## src/crsd_pkg.sv

```systemverilog
// Shared types, codes and microcode ROM of the column RLE sprite decoder.
// No dependencies; used by column_rle_sprite_decoder.
package crsd_pkg;

  localparam int MAX_WIDTH_DEF  = 1024;
  localparam int MAX_HEIGHT_DEF = 1024;
  localparam int CFG_IDX_W      = 1;
  localparam int CFG_DATA_W     = 11;
  localparam int ROW_W          = 11;

  localparam logic [CFG_IDX_W-1:0] REG_IMAGE_WIDTH  = 1'b0;
  localparam logic [CFG_IDX_W-1:0] REG_IMAGE_HEIGHT = 1'b1;

  localparam logic [CFG_DATA_W-1:0] WIDTH_RST  = 11'd320;
  localparam logic [CFG_DATA_W-1:0] HEIGHT_RST = 11'd200;

  localparam logic [7:0] COL_SKIP     = 8'hFF;
  localparam logic [7:0] COL_PLAIN    = 8'h00;
  localparam logic [7:0] COL_REPEAT   = 8'h80;
  localparam logic [7:0] REPEAT_BASE  = 8'hDF;
  localparam logic [7:0] TRANSLUCENT  = 8'd232;
  localparam logic [ROW_W-1:0] ROW_CAP = 11'h7FF;

  typedef enum logic [1:0] {
    KIND_PIXEL = 2'd0,
    KIND_FRAME = 2'd1,
    KIND_ERROR = 2'd2
  } kind_t;

  typedef enum logic [2:0] {
    PH_IDLE   = 3'd0,
    PH_TYPE   = 3'd1,
    PH_COLLEN = 3'd2,
    PH_RUNLEN = 3'd3,
    PH_YOFF   = 3'd4,
    PH_VALUES = 3'd5,
    PH_DONE   = 3'd6
  } phase_t;

  typedef struct packed {
    logic [7:0] data_byte;
    logic       frame_start;
  } in_beat_t;

  typedef struct packed {
    logic [1:0] result_kind;
    logic [9:0] pixel_x;
    logic [9:0] pixel_y;
    logic [7:0] color_index;
    logic       translucent;
    logic       overlay_previous;
    logic       last_of_run;
  } out_beat_t;

  // Microcode
  typedef logic [1:0] step_t;

  typedef enum logic [1:0] {
    UOP_FETCH  = 2'd0,
    UOP_DECODE = 2'd1,
    UOP_EMIT   = 2'd2,
    UOP_NOP    = 2'd3
  } uop_t;

  typedef enum logic [1:0] {
    JC_NO_BEAT = 2'd0,  // no input beat this cycle
    JC_NO_EMIT = 2'd1,  // decoded byte produces nothing
    JC_MORE    = 2'd2,  // emit iterations remain
    JC_ALWAYS  = 2'd3
  } jcond_t;

  typedef struct packed {
    uop_t   op;
    jcond_t cond;
    step_t  target;  // taken when cond holds
    step_t  nxt;     // taken otherwise
  } ucode_t;

  localparam step_t ST_FETCH  = 2'd0;
  localparam step_t ST_DECODE = 2'd1;
  localparam step_t ST_EMIT   = 2'd2;
  localparam step_t ST_SPARE  = 2'd3;

  function automatic ucode_t ucode_rom(step_t s);
    ucode_t w;
    unique case (s)
      ST_FETCH:  w = '{op: UOP_FETCH,  cond: JC_NO_BEAT, target: ST_FETCH, nxt: ST_DECODE};
      ST_DECODE: w = '{op: UOP_DECODE, cond: JC_NO_EMIT, target: ST_FETCH, nxt: ST_EMIT};
      ST_EMIT:   w = '{op: UOP_EMIT,   cond: JC_MORE,    target: ST_EMIT,  nxt: ST_FETCH};
      ST_SPARE:  w = '{op: UOP_NOP,    cond: JC_ALWAYS,  target: ST_FETCH, nxt: ST_FETCH};
      default:   w = '{op: UOP_NOP,    cond: JC_ALWAYS,  target: ST_FETCH, nxt: ST_FETCH};
    endcase
    return w;
  endfunction

endpackage

```

## src/column_rle_sprite_decoder.sv

```systemverilog
// Column-major RLE sprite frame decoder: bytes in, pixel/frame/error beats out.
// Depends on crsd_pkg (types, codes, microcode ROM).
//
//   channel | ports                          | carries
//   in      | in_valid, in_stall, in_data    | one encoded byte + frame start flag
//   out     | out_valid, out_stall, out_data | pixel write, frame begin or error
//   cfg     | cfg_we, cfg_index, cfg_wdata   | image_width (0), image_height (1)
//
// A three-step microprogram runs each byte: fetch, decode, then one emit step
// per result. A byte with no result goes from decode straight back to fetch;
// a repeat color gives N pixels (N up to 32) from the emit loop.
// Emit steps hold while the output register is full and stalled.
// rst_n is synchronous; after reset bytes are ignored until a frame start.
module column_rle_sprite_decoder #(
  parameter int MAX_WIDTH  = crsd_pkg::MAX_WIDTH_DEF,
  parameter int MAX_HEIGHT = crsd_pkg::MAX_HEIGHT_DEF
) (
  input  logic                               clk,
  input  logic                               rst_n,
  input  logic                               in_valid,
  output logic                               in_stall,
  input  crsd_pkg::in_beat_t                 in_data,
  output logic                               out_valid,
  input  logic                               out_stall,
  output crsd_pkg::out_beat_t                out_data,
  input  logic                               cfg_we,
  input  logic [crsd_pkg::CFG_IDX_W-1:0]     cfg_index,
  input  logic [crsd_pkg::CFG_DATA_W-1:0]    cfg_wdata
);

  localparam int WW = $clog2(MAX_WIDTH + 1);
  localparam int RW = crsd_pkg::ROW_W;

  // sequencer
  crsd_pkg::step_t  pc_r, pc_nxt;
  crsd_pkg::ucode_t uw;

  // config
  logic [crsd_pkg::CFG_DATA_W-1:0] width_r, height_r;

  // decode state
  crsd_pkg::phase_t phase_r, phase_nxt;
  logic [WW-1:0]    col_r, col_nxt;
  logic [RW-1:0]    row_r, row_nxt;
  logic [7:0]       colleft_r, colleft_nxt;
  logic [7:0]       runleft_r, runleft_nxt;
  logic             rep_r, rep_nxt;
  logic [5:0]       pend_r, pend_nxt;
  logic             seen_r, seen_nxt;

  // latched byte and pending emission
  crsd_pkg::in_beat_t byte_r, byte_nxt;
  crsd_pkg::kind_t    ek_r, ek_nxt;
  logic [WW-1:0]      ex_r, ex_nxt;
  logic [7:0]         ec_r, ec_nxt;
  logic               eo_r, eo_nxt;
  logic [5:0]         iter_r, iter_nxt;

  // output register
  logic                out_valid_r, out_valid_nxt;
  crsd_pkg::out_beat_t out_r, out_nxt;

  // helpers
  logic [WW-1:0] wl, col_inc;
  logic          col_done;
  logic [7:0]    cl_take;
  logic [7:0]    rl_dec;
  logic [RW:0]   row_sum, row_p1;
  logic          fits_now, fits_next, out_busy, in_beat, cond_hit;

  assign uw       = crsd_pkg::ucode_rom(pc_r);
  assign in_stall = (uw.op != crsd_pkg::UOP_FETCH);
  assign in_beat  = in_valid && !in_stall;
  assign out_busy = out_valid_r && out_stall;
  assign out_valid = out_valid_r;
  assign out_data  = out_r;

  always_comb begin
    if (32'(width_r) < MAX_WIDTH) wl = WW'(width_r);
    else wl = WW'(MAX_WIDTH);
  end

  assign col_inc  = col_r + WW'(1);
  assign col_done = (col_inc >= wl);
  assign cl_take  = (colleft_r != 8'd0) ? colleft_r - 8'd1 : 8'd0;
  assign rl_dec   = (runleft_r != 8'd0) ? runleft_r - 8'd1 : 8'd0;
  assign row_sum  = {1'b0, row_r} + (RW+1)'(byte_r.data_byte);
  assign row_p1   = {1'b0, row_r} + (RW+1)'(1);

  // a pixel lands only inside the image; rows only grow, so kept pixels are a prefix
  assign fits_now  = (row_r < height_r) && (32'(row_r) < MAX_HEIGHT) &&
                     (32'(ex_r) < MAX_WIDTH);
  assign fits_next = (row_p1 < {1'b0, height_r}) && (32'(row_p1) < MAX_HEIGHT);

  // sequencer next step
  always_comb begin
    unique case (uw.cond)
      crsd_pkg::JC_NO_BEAT: cond_hit = !in_beat;
      crsd_pkg::JC_NO_EMIT: cond_hit = (iter_nxt == 6'd0);
      crsd_pkg::JC_MORE:    cond_hit = (iter_nxt != 6'd0);
      crsd_pkg::JC_ALWAYS:  cond_hit = 1'b1;
      default:              cond_hit = 1'b1;
    endcase
    if (uw.op == crsd_pkg::UOP_EMIT && out_busy) pc_nxt = pc_r;
    else if (cond_hit) pc_nxt = uw.target;
    else pc_nxt = uw.nxt;
  end

  // datapath
  always_comb begin
    phase_nxt     = phase_r;
    col_nxt       = col_r;
    row_nxt       = row_r;
    colleft_nxt   = colleft_r;
    runleft_nxt   = runleft_r;
    rep_nxt       = rep_r;
    pend_nxt      = pend_r;
    seen_nxt      = seen_r;
    byte_nxt      = byte_r;
    ek_nxt        = ek_r;
    ex_nxt        = ex_r;
    ec_nxt        = ec_r;
    eo_nxt        = eo_r;
    iter_nxt      = iter_r;
    out_nxt       = out_r;
    out_valid_nxt = out_valid_r && out_stall;

    unique case (uw.op)
      crsd_pkg::UOP_FETCH: begin
        if (in_beat) byte_nxt = in_data;
      end

      crsd_pkg::UOP_DECODE: begin
        iter_nxt = 6'd0;
        ek_nxt   = crsd_pkg::KIND_PIXEL;
        ex_nxt   = col_r;
        ec_nxt   = byte_r.data_byte;
        eo_nxt   = 1'b0;
        if (byte_r.frame_start) begin
          ek_nxt      = crsd_pkg::KIND_FRAME;
          eo_nxt      = (byte_r.data_byte == 8'd0) && seen_r;
          iter_nxt    = 6'd1;
          seen_nxt    = 1'b1;
          col_nxt     = '0;
          row_nxt     = '0;
          colleft_nxt = 8'd0;
          runleft_nxt = 8'd0;
          rep_nxt     = 1'b0;
          pend_nxt    = 6'd0;
          phase_nxt   = (wl == '0) ? crsd_pkg::PH_DONE : crsd_pkg::PH_TYPE;
        end else begin
          unique case (phase_r)
            crsd_pkg::PH_TYPE: begin
              if (byte_r.data_byte == crsd_pkg::COL_SKIP) begin
                col_nxt   = col_inc;
                phase_nxt = col_done ? crsd_pkg::PH_DONE : crsd_pkg::PH_TYPE;
              end else if (byte_r.data_byte == crsd_pkg::COL_PLAIN ||
                           byte_r.data_byte == crsd_pkg::COL_REPEAT) begin
                rep_nxt   = (byte_r.data_byte == crsd_pkg::COL_REPEAT);
                phase_nxt = crsd_pkg::PH_COLLEN;
              end else begin
                ek_nxt    = crsd_pkg::KIND_ERROR;
                iter_nxt  = 6'd1;
                phase_nxt = crsd_pkg::PH_DONE;
              end
            end
            crsd_pkg::PH_COLLEN: begin
              colleft_nxt = (byte_r.data_byte >= 8'd2) ? byte_r.data_byte - 8'd2 : 8'd0;
              row_nxt     = '0;
              if (byte_r.data_byte <= 8'd2) begin
                col_nxt   = col_inc;
                phase_nxt = col_done ? crsd_pkg::PH_DONE : crsd_pkg::PH_TYPE;
              end else begin
                phase_nxt = crsd_pkg::PH_RUNLEN;
              end
            end
            crsd_pkg::PH_RUNLEN: begin
              colleft_nxt = cl_take;
              runleft_nxt = byte_r.data_byte;
              pend_nxt    = 6'd0;
              phase_nxt   = crsd_pkg::PH_YOFF;
            end
            crsd_pkg::PH_YOFF: begin
              colleft_nxt = cl_take;
              row_nxt     = row_sum[RW] ? crsd_pkg::ROW_CAP : row_sum[RW-1:0];
              if (runleft_r != 8'd0) begin
                phase_nxt = crsd_pkg::PH_VALUES;
              end else if (cl_take == 8'd0) begin
                col_nxt   = col_inc;
                phase_nxt = col_done ? crsd_pkg::PH_DONE : crsd_pkg::PH_TYPE;
              end else begin
                phase_nxt = crsd_pkg::PH_RUNLEN;
              end
            end
            crsd_pkg::PH_VALUES: begin
              colleft_nxt = cl_take;
              runleft_nxt = rl_dec;
              if (pend_r != 6'd0) begin
                iter_nxt = pend_r;
                pend_nxt = 6'd0;
              end else if (rep_r && byte_r.data_byte > crsd_pkg::REPEAT_BASE) begin
                // repeat code: color follows in the next byte
                if (rl_dec != 8'd0) pend_nxt = 6'(byte_r.data_byte - crsd_pkg::REPEAT_BASE);
              end else begin
                iter_nxt = 6'd1;
              end
              if (rl_dec == 8'd0) begin
                pend_nxt = 6'd0;
                if (cl_take == 8'd0) begin
                  col_nxt   = col_inc;
                  phase_nxt = col_done ? crsd_pkg::PH_DONE : crsd_pkg::PH_TYPE;
                end else begin
                  phase_nxt = crsd_pkg::PH_RUNLEN;
                end
              end
            end
            default: ;
          endcase
        end
      end

      crsd_pkg::UOP_EMIT: begin
        if (!out_busy) begin
          if (ek_r == crsd_pkg::KIND_PIXEL) begin
            if (fits_now) begin
              out_valid_nxt            = 1'b1;
              out_nxt.result_kind      = crsd_pkg::KIND_PIXEL;
              out_nxt.pixel_x          = 10'(ex_r);
              out_nxt.pixel_y          = row_r[9:0];
              out_nxt.color_index      = ec_r;
              out_nxt.translucent      = (ec_r == crsd_pkg::TRANSLUCENT);
              out_nxt.overlay_previous = 1'b0;
              out_nxt.last_of_run      = (iter_r == 6'd1) || !fits_next;
            end
            if (row_r != crsd_pkg::ROW_CAP) row_nxt = row_p1[RW-1:0];
            iter_nxt = iter_r - 6'd1;
          end else begin
            out_valid_nxt            = 1'b1;
            out_nxt.result_kind      = ek_r;
            out_nxt.pixel_x          = 10'd0;
            out_nxt.pixel_y          = 10'd0;
            out_nxt.color_index      = 8'd0;
            out_nxt.translucent      = 1'b0;
            out_nxt.overlay_previous = eo_r;
            out_nxt.last_of_run      = 1'b1;
            iter_nxt                 = 6'd0;
          end
        end
      end

      default: ;
    endcase
  end

  always_ff @(posedge clk) begin
    if (!rst_n) begin
      pc_r        <= crsd_pkg::ST_FETCH;
      width_r     <= crsd_pkg::WIDTH_RST;
      height_r    <= crsd_pkg::HEIGHT_RST;
      phase_r     <= crsd_pkg::PH_IDLE;
      col_r       <= '0;
      row_r       <= '0;
      colleft_r   <= 8'd0;
      runleft_r   <= 8'd0;
      rep_r       <= 1'b0;
      pend_r      <= 6'd0;
      seen_r      <= 1'b0;
      iter_r      <= 6'd0;
      out_valid_r <= 1'b0;
    end else begin
      pc_r        <= pc_nxt;
      phase_r     <= phase_nxt;
      col_r       <= col_nxt;
      row_r       <= row_nxt;
      colleft_r   <= colleft_nxt;
      runleft_r   <= runleft_nxt;
      rep_r       <= rep_nxt;
      pend_r      <= pend_nxt;
      seen_r      <= seen_nxt;
      iter_r      <= iter_nxt;
      out_valid_r <= out_valid_nxt;
      if (cfg_we && cfg_index == crsd_pkg::REG_IMAGE_WIDTH)  width_r  <= cfg_wdata;
      if (cfg_we && cfg_index == crsd_pkg::REG_IMAGE_HEIGHT) height_r <= cfg_wdata;
    end
  end

  always_ff @(posedge clk) begin
    byte_r <= byte_nxt;
    ek_r   <= ek_nxt;
    ex_r   <= ex_nxt;
    ec_r   <= ec_nxt;
    eo_r   <= eo_nxt;
    out_r  <= out_nxt;
  end

endmodule
```

## config.mk

```make
export PLATFORM = sky130hd
export DESIGN_NAME = column_rle_sprite_decoder
export DESIGN_NICKNAME = d
export VERILOG_FILES = /design/src/crsd_pkg.sv /design/src/column_rle_sprite_decoder.sv
export SDC_FILE = /design/constraint.sdc
export NUM_CORES = 1
export LEC_CHECK = 0
export BUFFER_PORTS_ARGS = -buffer_cell sky130_fd_sc_hd__buf_2
export CORE_MARGIN = 2
export CORE_UTILIZATION = 66
export CTS_CLUSTER_DIAMETER = 150
export DETAILED_ROUTE_END_ITERATION = 6
export PLACE_DENSITY = 0.95
export REMOVE_ABC_BUFFERS = 1
export SLEW_MARGIN = 20
export SYNTH_ARGS = -nofsm -noshare
export SYNTH_HDL_FRONTEND = slang
export SYNTH_SLANG_ARGS = --single-unit
```

## constraint.sdc

```tcl
create_clock -name clk -period 11.06 [get_ports clk]
set_clock_uncertainty 0.05 [all_clocks]
set_input_delay 0 -clock clk [delete_from_list [all_inputs] [get_ports clk]]
set_output_delay 0 -clock clk [all_outputs]
set_load 0.01 [all_outputs]
```

==> results of run 1 <==
-- report_power, final --
part | total [mW] | internal [mW] | leakage (nW) | switching [mW]
Combinational | 0.542 | 0.198 | 2.18 | 0.344
Clock | 0.607 | 0.375 | 0.293 | 0.232
Sequential | 0.725 | 0.643 | 1.25 | 0.0819
Total | 1.87 | 1.22 | 3.72 | 0.658
-- logic make-up (layout without fill, tap and decap cells) --
family | count (synthesis) | count (layout)
buffers and inverters | 85 | 165
adder cells (fa/ha/maj) | 59 | 59
flip-flops | 144 | 144
XOR/XNOR | 39 | 39
AND/OR/NAND/NOR | 334 | 334
AO/OA/AOI/OAI | 238 | 238
multiplexers | 4 | 4
-- flip-flops by register name, summed over array words and instances (netlist names), 2 cells and up --
| name | cells |
|---|---|
| colleft_r | 8 |
| row_r | 11 |
| byte_r | 9 |
| col_r | 11 |
| ek_r | 2 |
| height_r | 11 |
| iter_r | 6 |
| pend_r | 6 |
| phase_r | 3 |
| out_data | 33 |
| ex_r | 11 |
| width_r | 11 |
| pc_r | 2 |
| runleft_r | 8 |
| ec_r | 8 |
-- metrics by stage --
| stage | utilization, % | setup WS [ps] | total power [mW] | instances |
|---|---|---|---|---|
| 5_1_grt | 78.5 | 7250 | 1.95 | 1151 |
| 4_1_cts | 78.5 | 7570 | 1.85 | 1151 |
| 2_1_floorplan | - | 6590 | 1.07 | 862 |
| 6_report | 78.5 | 7520 | 1.87 | 1151 |
| 3_5_place_dp | 71.6 | 7620 | 1.24 | 1097 |
| 3_3_place_gp | 71.6 | 7770 | 1.22 | 1097 |
-- worst min-delay path, stage by stage --
cell,delay (ps)
buf_2,100
nand2_1,190
nand2_1,130
a21oi_1,50
-- worst max-delay path by stage --
| stage | end | slack, ps | cells after the start |
|---|---|---|---|
| 3_3_place_gp | phase_r[2] | 7770 | 13 |
| 3_5_place_dp | phase_r[2] | 7620 | 13 |
| 4_1_cts | phase_r[2] | 7570 | 13 |
| 5_1_grt | phase_r[2] | 7250 | 13 |
| 2_1_floorplan | out_data[0] | 6590 | 5 |
| 6_report | phase_r[2] | 7520 | 13 |
-- placed cells by master, fill, tap and decap left out, drive strengths merged, types with 11 or more instances in the layout --
cell type     n
nor2b        13
edfxtp       64
inv          44
nor4         11
nor3         31
nand3        23
xnor2        22
xor2         17
buf          67
and2         34
nor2         55
o31ai        19
a21oi        51
clkbuf       17
a31oi        18
o21ai        54
and3         15
dfxtp        80
dlygate4sd3  22
ha           58
nand2        97
-- cell type report --
type / instances / area share (%)
clock buffer: 17 / 4.46
multi-input combinational: 674 / 46.7
inverter: 44 / 1.73
sequential: 144 / 36.9
timing repair buffer: 89 / 6.00
tap: 168 / 2.20
clock inverter: 15 / 2.02
-- routing by layer --
metal,routed length (um),vias to the layer above,track usage (%)
met5,0,-,0
met4,733,0,17.1
met3,2110,89,8.67
met2,11200,506,59.1
met1,8570,3535,40.4
li1,-,3476,-
-- what timing repair did --
item	in CTS	in global routing
hold buffers	22	0
resized for setup	0	0
setup buffers	0	0
hold endpoints to repair	32	0
==> results.yml, run 1 <==
worst_setup_path:
  path_buf_inv: 0
  crit_path_frequent_cell: "and3_1"
  worst-r2r-cell-count: 13
  crit_path_end_kind: "register"
  worstSetupStartpoint: "col_r[0]"
  startpoint_type: "register"
  crit_path_max_incr_delay_ps: 500
  rrSetupSlack_ps: 7520
  crit_family: "compound AO/OA/AOI/OAI gates"
  crit_type: "reg -> reg"
  worstPathRequired_ps: 11340
  regToRegEndpoint: "phase_r[2]"
  cp_slowest_cell: "o311ai_0"
  critical_path_arrival_ps: 3820
  path_cells: "ha_1, and3_1, and3_1, and3_1, nand3_1, xnor2_1, ha_1, o21ai_0, a21oi_1, o22a_1, o311ai_0, nor2_1, o31a_1"
  r2r_start: "col_r[0]"
  worstPathMaxFanout: 7
clock_network:
  cts_tree: "yes"
  cts_buffers: 17
  h-tree-depth: 4
  max-clock-path-buffers: 2
  cts_root_buffer: "clkbuf_16"
  path_clk_slew_ps: 60
  cts.sinks: 144
  clk_latency_ps: 440
global_routing:
  antenna_found_initial: 0
  gr-total-overflow: 0
  grt_util_all_layers_pct: 34.5
  grt_max_degree: 44
  grt_pass1_vias: 7447
  grt_first_pass_wirelength_mm: 36.0
placed_design:
  dp_hpwl_mm: 14.5
  placed_cell_area_um2: 8710
  port_buffers: 60
  gp_congestion: 0.962
floorplanning:
  die_y_um: 116
  design.core.area_um2: 12200
  ios: 61
  rows: 40
  die_w_um: 116
  dieArea_um2: 13500
  start_util_pct: 68.2
flow_run:
  cap_violations: 0
detailed_routing:
  via_per_inst: 6.61
  via_count: 7606
  drt_pass1_iterations: 7
  wl_per_cell_um: 19.7
  drtIter0Drc: 854
  route.detailed.drc: 0
  drt-total-wl_mm: 22.7
  postRouteAntennaNets: 0
worst_hold_path:
  hp-class: "in -> reg"
  min_to: "height_r[5]"
  hold_depth: 4
  hp-start: "cfg_we"
synth:
  synth_seq_cells: 144
  yosys.cell_types.count: 77
  synthTopCellsByCount: "nand2_1 (96), dfxtp_1 (80), edfxtp_1 (64)"
  yosysWarnings: 0
  syn_area_per_cell_um2: 9.19
  synth_xor_area_share_pct: 4.12
  synth-seq-area-share_pct: 42.5
  synth_enable_flop_cells: 64
  synth-compound-area-share_pct: 19.2
  synth_top_flop_cell: "dfxtp_1"
  synth_fa_ha_area_share_pct: 8.99
  ys_top_cells_by_area: "edfxtp_1 (23%), dfxtp_1 (19%), ha_1 (8.7%), nand2_1 (4.3%), o21ai_0 (3.1%)"
  yosysTopAreaCell: "edfxtp_1"
  syn-instance-count: 903
  synth_area_um2: 8300
  synth_top_area_share_pct: 23.2
  synth_top_family_by_area: "simple AND/OR/NAND/NOR gates"
  synth.mux.area_fraction_pct: 0.498
  async_reset_ff_share_pct: 0
  yosysMostFrequentCell: "nand2_1"
  synthSimpleGateAreaFrac_pct: 20.8
timing:
  final_max_slew_viol_count: 0
  min_period_ps: 3540
  hold_viol: 0
  tns_ps: 0
  min_period_over_period_pct: 32.0
  tightest_slew_ps: 881
  hold_ws_ps: 28.1
  rsz0062_at_grt: "false"
  setup_viol: 0
  fmaxAchievable_mhz: 282
  slew-limit-headroom_pct: 39.7
outcome:
  status: "finished clean"
cells_and_area:
  diodes: 0
  fin_area_um2: 9550
  seq_area_um2: 3520
  n_fill_cell: 760
  drive_gt1_share_pct: 11.2
  multi_input_area_um2: 4460
  syn2layout_area_growth_pct: 15.0
  nNetsFinal: 1055
pwr:
  vdd_drop_max_mv: 0.164
  cellLeakagePower_nw: 3.72
  p_per_area_nw_per_um2: 196
(Power assumes the default switching activity.)
==> run 2: changes to the inputs <==
Settings changed: CORE_UTILIZATION 66 to 55, PLACE_DENSITY 0.95 to 0.86.
Clock period 11.06 ns to 3.07 ns, I/O delays scaled along.
==> results.yml, run 2 (synthesized netlist as in run 1, its figures left out) <==
clock_network:
  cts_root_buffer: "clkbuf_16"
  max-clock-path-buffers: 2
  postCtsSetupBuffers: 0
  h-tree-depth: 4
  path_clk_slew_ps: 70
  cts_buffers: 17
  cts_tree: "yes"
  cts.sinks: 144
  clk_latency_ps: 440
timing:
  hold_ws_ps: 72.8
  tightest_slew_ps: 775
  min_period_over_period_pct: 96.5
  hold_viol: 0
  worst_slack_ps: 109
  tns_ps: 0
  final_max_slew_viol_count: 0
  slew-limit-headroom_pct: 48.4
  min_period_ps: 2960
  fmaxAchievable_mhz: 338
  setup_viol: 0
global_routing:
  antenna_found_initial: 0
  grt_use_met1_pct: 35.6
  grt_max_degree: 45
  grt_util_all_layers_pct: 28.4
  grt_first_pass_wirelength_mm: 36.4
  grt_pass1_vias: 7286
  top_usage_layer: "met2"
  gr-total-overflow: 0
  globalRouteMet2Util_pct: 47.2
  use_met3_pct: 5.53
cells_and_area:
  drive_gt1_share_pct: 15.9
  finish.utilization_pct: 68.4
  n_fill_cell: 1074
  syn2layout_area_growth_pct: 20.7
  nNetsFinal: 1103
  largest_register_ffs: 33
  multi_input_area_um2: 4520
  seq_area_um2: 3520
  stdcell_count: 1215
  layout_commonest_cell: "nand2_1"
  final_cell_mix: "nand2_1 (96), dfxtp_1 (80), edfxtp_1 (64), buf_2 (60), ha_1 (57)"
  diodes: 0
detailed_routing:
  drt_pass1_iterations: 6
  drtIter0Drc: 934
  via_count: 7610
  via_per_inst: 6.26
  drt-total-wl_mm: 22.7
  wl_per_cell_um: 18.7
  postRouteAntennaNets: 0
  route.detailed.drc: 0
placed_design:
  dp_slack_ps: -37.7
  dp_hpwl_mm: 15.4
  gp_congestion: 0.905
  dp_cells: 1155
  port_buffers: 60
worst_setup_path:
  critical_path_arrival_ps: 3270
  startpoint_type: "register"
  worstPathRequired_ps: 3380
  worstPathMaxFanout: 8
  crit_path_end_kind: "register"
  crit_type: "reg -> reg"
floorplanning:
  die_y_um: 127
  design.core.area_um2: 14600
  dieArea_um2: 16100
  rows: 44
  ios: 61
  die_w_um: 127
  start_util_pct: 56.7
pwr:
  power_frac_seq_pct: 35.9
  p_per_area_nw_per_um2: 695
  combPwrFrac_pct: 32.6
  vdd_drop_max_mv: 0.507
  cellLeakagePower_nw: 3.95
  p_sw_mw: 2.42
  p_int_mw: 4.54
  clkPwrFrac_pct: 31.5
  swShare_pct: 34.8
worst_hold_path:
  hp-class: "in -> reg"
outcome:
  status: "finished clean"
flow_run:
  cap_violations: 0
==> run 2: cell type report <==
class / count / area share, %
clock inverters: 14 / 1.90
clock buffers: 18 / 4.28
multi-input cells: 674 / 45.1
flip-flops and latches: 144 / 35.2
well taps: 184 / 2.30
inverters: 44 / 1.65
repair buffers: 137 / 9.59
==> run 2: timing repair <==
action / in CTS / in global routing
endpoints found under the setup margin: 1 / 12
endpoints found under the hold margin: 33 / 0
resized for setup: 1 / 13
cloned: 0 / 0
hold buffers: 28 / 0
pin swaps: 0 / 0
==> run 2: critical path, stage by stage, from the launching register on <==
cell       delay (ps)
dfxtp_1           440
inv_1             130
ha_1              430
and3_1            230
a221oi_2          340
o2111ai_1         250
o41a_1            410
a2111o_1          410
a211oi_2          200
==> run 2: per-layer routing <==
metal / vias up / part of all wire [%]
met2: 382 / 48
met1: 3563 / 40
met5: - / 0
met3: 101 / 8.0
met4: 0 / 4.3
li1: 3564 / -
==> run 2: power groups by stage <==
stage | Sequential (mW) | Combinational [mW] | Clock [mW]
6_report | 2.50 | 2.27 | 2.19
5_1_grt | 2.52 | 2.47 | 2.28
2_1_floorplan | 2.55 | 1.30 | 0
3_5_place_dp | 2.52 | 2.14 | 0
4_1_cts | 2.49 | 2.19 | 2.19
3_3_place_gp | 2.51 | 2.09 | 0
==> run 2: stage by stage <==
step	cell area, um2	power [mW]
finish	10000	6.96
global route	10000	7.27
CTS	9960	6.87
detailed placement	9060	4.67
global placement	9060	4.61
floorplan	8130	3.85
==> run 2: path summary, 6_finish.rpt <==
| path | startpoint | end | slack, ps | cells after the start |
|---|---|---|---|---|
| worst min register to register | height_r[5] | height_r[5] | 400 | 2 |
| worst max-delay path | pc_r[0] | pc_r[1] | 110 | 8 |
| worst max register to register | pc_r[0] | pc_r[1] | 110 | 8 |
| worst min-delay path | cfg_we | height_r[5] | 70 | 4 |
==> run 3: changes to the inputs <==
Settings changed: PLACE_DENSITY 0.86 to 0.85.
==> results.yml, run 3 (synthesized netlist as in run 1, its figures left out) <==
outcome:
  status: "finished clean"
floorplanning:
  dieArea_um2: 16100
  ios: 61
  design.core.area_um2: 14600
  start_util_pct: 56.7
  die_y_um: 127
  die_w_um: 127
  rows: 44
worst_setup_path:
  r2r_start: "pc_r[1]"
  crit_type: "reg -> reg"
  critical_path_arrival_ps: 3330
  worstPathMaxFanout: 5
  crit_family: "compound AO/OA/AOI/OAI gates"
  crit_path_end_kind: "register"
  worstSetupStartpoint: "pc_r[1]"
  crit_path_max_incr_delay_ps: 440
  path_cells: "inv_1, ha_1, nor2b_1, and3_1, a221oi_1, o2111ai_1, o41a_1, a2111o_1, a211oi_2"
  startpoint_type: "register"
  worstPathRequired_ps: 3380
  cp_slowest_cell: "dfxtp_1"
  path_buf_inv: 1
timing:
  tightest_slew_ps: 809
  hold_viol: 0
  slew-limit-headroom_pct: 46.0
  min_period_over_period_pct: 98.5
  worst_slack_ps: 44.9
  final_max_slew_viol_count: 0
  hold_ws_ps: 57.7
  fmaxAchievable_mhz: 331
  min_period_ps: 3030
  setup_viol: 0
placed_design:
  gp_congestion: 0.945
  dp_cells: 1153
  port_buffers: 60
  dp_slack_ps: -122
  dp_hpwl_mm: 15.4
clock_network:
  clk_latency_ps: 440
  cts_root_buffer: "clkbuf_16"
  h-tree-depth: 4
  cts_buffers: 17
  cts_tree: "yes"
  cts.sinks: 144
  max-clock-path-buffers: 2
  postCtsSetupBuffers: 0
  path_clk_slew_ps: 60
detailed_routing:
  route.detailed.drc: 0
  via_per_inst: 6.35
  via_count: 7683
  drt_pass1_iterations: 5
  wl_per_cell_um: 19.1
  postRouteAntennaNets: 0
  drtIter0Drc: 909
  drt-total-wl_mm: 23.0
pwr:
  combPwrFrac_pct: 34.1
  p_int_mw: 4.40
  cellLeakagePower_nw: 3.93
  p_per_area_nw_per_um2: 687
  clkPwrFrac_pct: 29.5
  vdd_drop_max_mv: 0.443
  swShare_pct: 35.7
  p_sw_mw: 2.44
  power_frac_seq_pct: 36.4
cells_and_area:
  syn2layout_area_growth_pct: 20.0
  final_cell_mix: "nand2_1 (96), dfxtp_1 (78), edfxtp_1 (64), buf_2 (60), ha_1 (55)"
  n_fill_cell: 1040
  stdcell_count: 1209
  diodes: 0
  layout_commonest_cell: "nand2_1"
  seq_area_um2: 3530
  nNetsFinal: 1097
  drive_gt1_share_pct: 16.5
  multi_input_area_um2: 4570
  largest_register_ffs: 33
global_routing:
  grt_max_degree: 41
  antenna_found_initial: 0
  gr-total-overflow: 0
  grt_first_pass_wirelength_mm: 36.6
  grt_util_all_layers_pct: 28.8
  grt_pass1_vias: 7412
flow_run:
  cap_violations: 0
worst_hold_path:
  hp-class: "in -> reg"
  hp-start: "cfg_we"
[run 3: cell types whose count changed in the layout (fill, tap and decap cells not counted), sizes merged]
cell / change
buf: -2
bufinv: -4
clkbuf: +6
clkinv: +2
clkinvlp: -4
dlygate4sd3: -4
[run 3: per-stage QoR]
stage	utilization [%]	instance area, um2	TNS [ps]	power [mW]
after CTS	67.3	9860	0	6.70
final	68.0	9960	0	6.84
after detailed placement	61.7	9030	-225	4.66
after global placement	61.7	9030	0	4.61
after global routing	68.0	9960	-7.26	7.13
after floorplan	-	8130	-46090	3.85
[run 3: layer usage]
layer / wire length [um] / vias to the layer above / GRT usage [%]
li1: - / 3563 / -
met3: 1710 / 115 / 5.69
met4: 1140 / 0 / 16.6
met1: 9040 / 3625 / 34.4
met5: 0 / - / 0
met2: 11200 / 380 / 48.3
[run 3: cell type report]
class                           instances  area share (%)
Multi-Input combinational cell        674            45.9
Sequential cell                       144            35.4
Timing Repair Buffer                  131            8.97
Clock buffer                           24            5.29
Tap cell                              184            2.31
Inverter                               44            1.66
Clock inverter                          8           0.490
[run 3: what timing repair did]
action                     CTS  global route
hold buffers                24             0
gates cloned                 0             0
hold endpoints to repair    37             0
gates resized for setup      2            22
setup endpoints to repair    3             6
pin swaps                    0             2
[run 3: final timing paths]
kind | to | slack (ps) | cells after the start
min | height_r[10] | 60 | 4
min reg2reg | height_r[10] | 400 | 2
max reg2reg | pc_r[1] | 40 | 9
max | pc_r[1] | 40 | 9
[run 3: power groups by stage]
stage / logic [mW] / registers, mW / clock network [mW]
2_1_floorplan: 1.30 / 2.55 / 0
3_3_place_gp: 2.10 / 2.50 / 0
3_5_place_dp: 2.15 / 2.52 / 0
4_1_cts: 2.20 / 2.48 / 2.02
5_1_grt: 2.51 / 2.51 / 2.11
6_report: 2.33 / 2.49 / 2.02
[run 3: worst register-to-register path: cells and delay by family (launching register included)]
family                     cells  cell delay [ps]
AOI/OAI and AO/OA              5             1660
buffers and inverters          1              130
DFF                            1              440
adders and majority gates      1              230
and+or+nand+nor                2              430
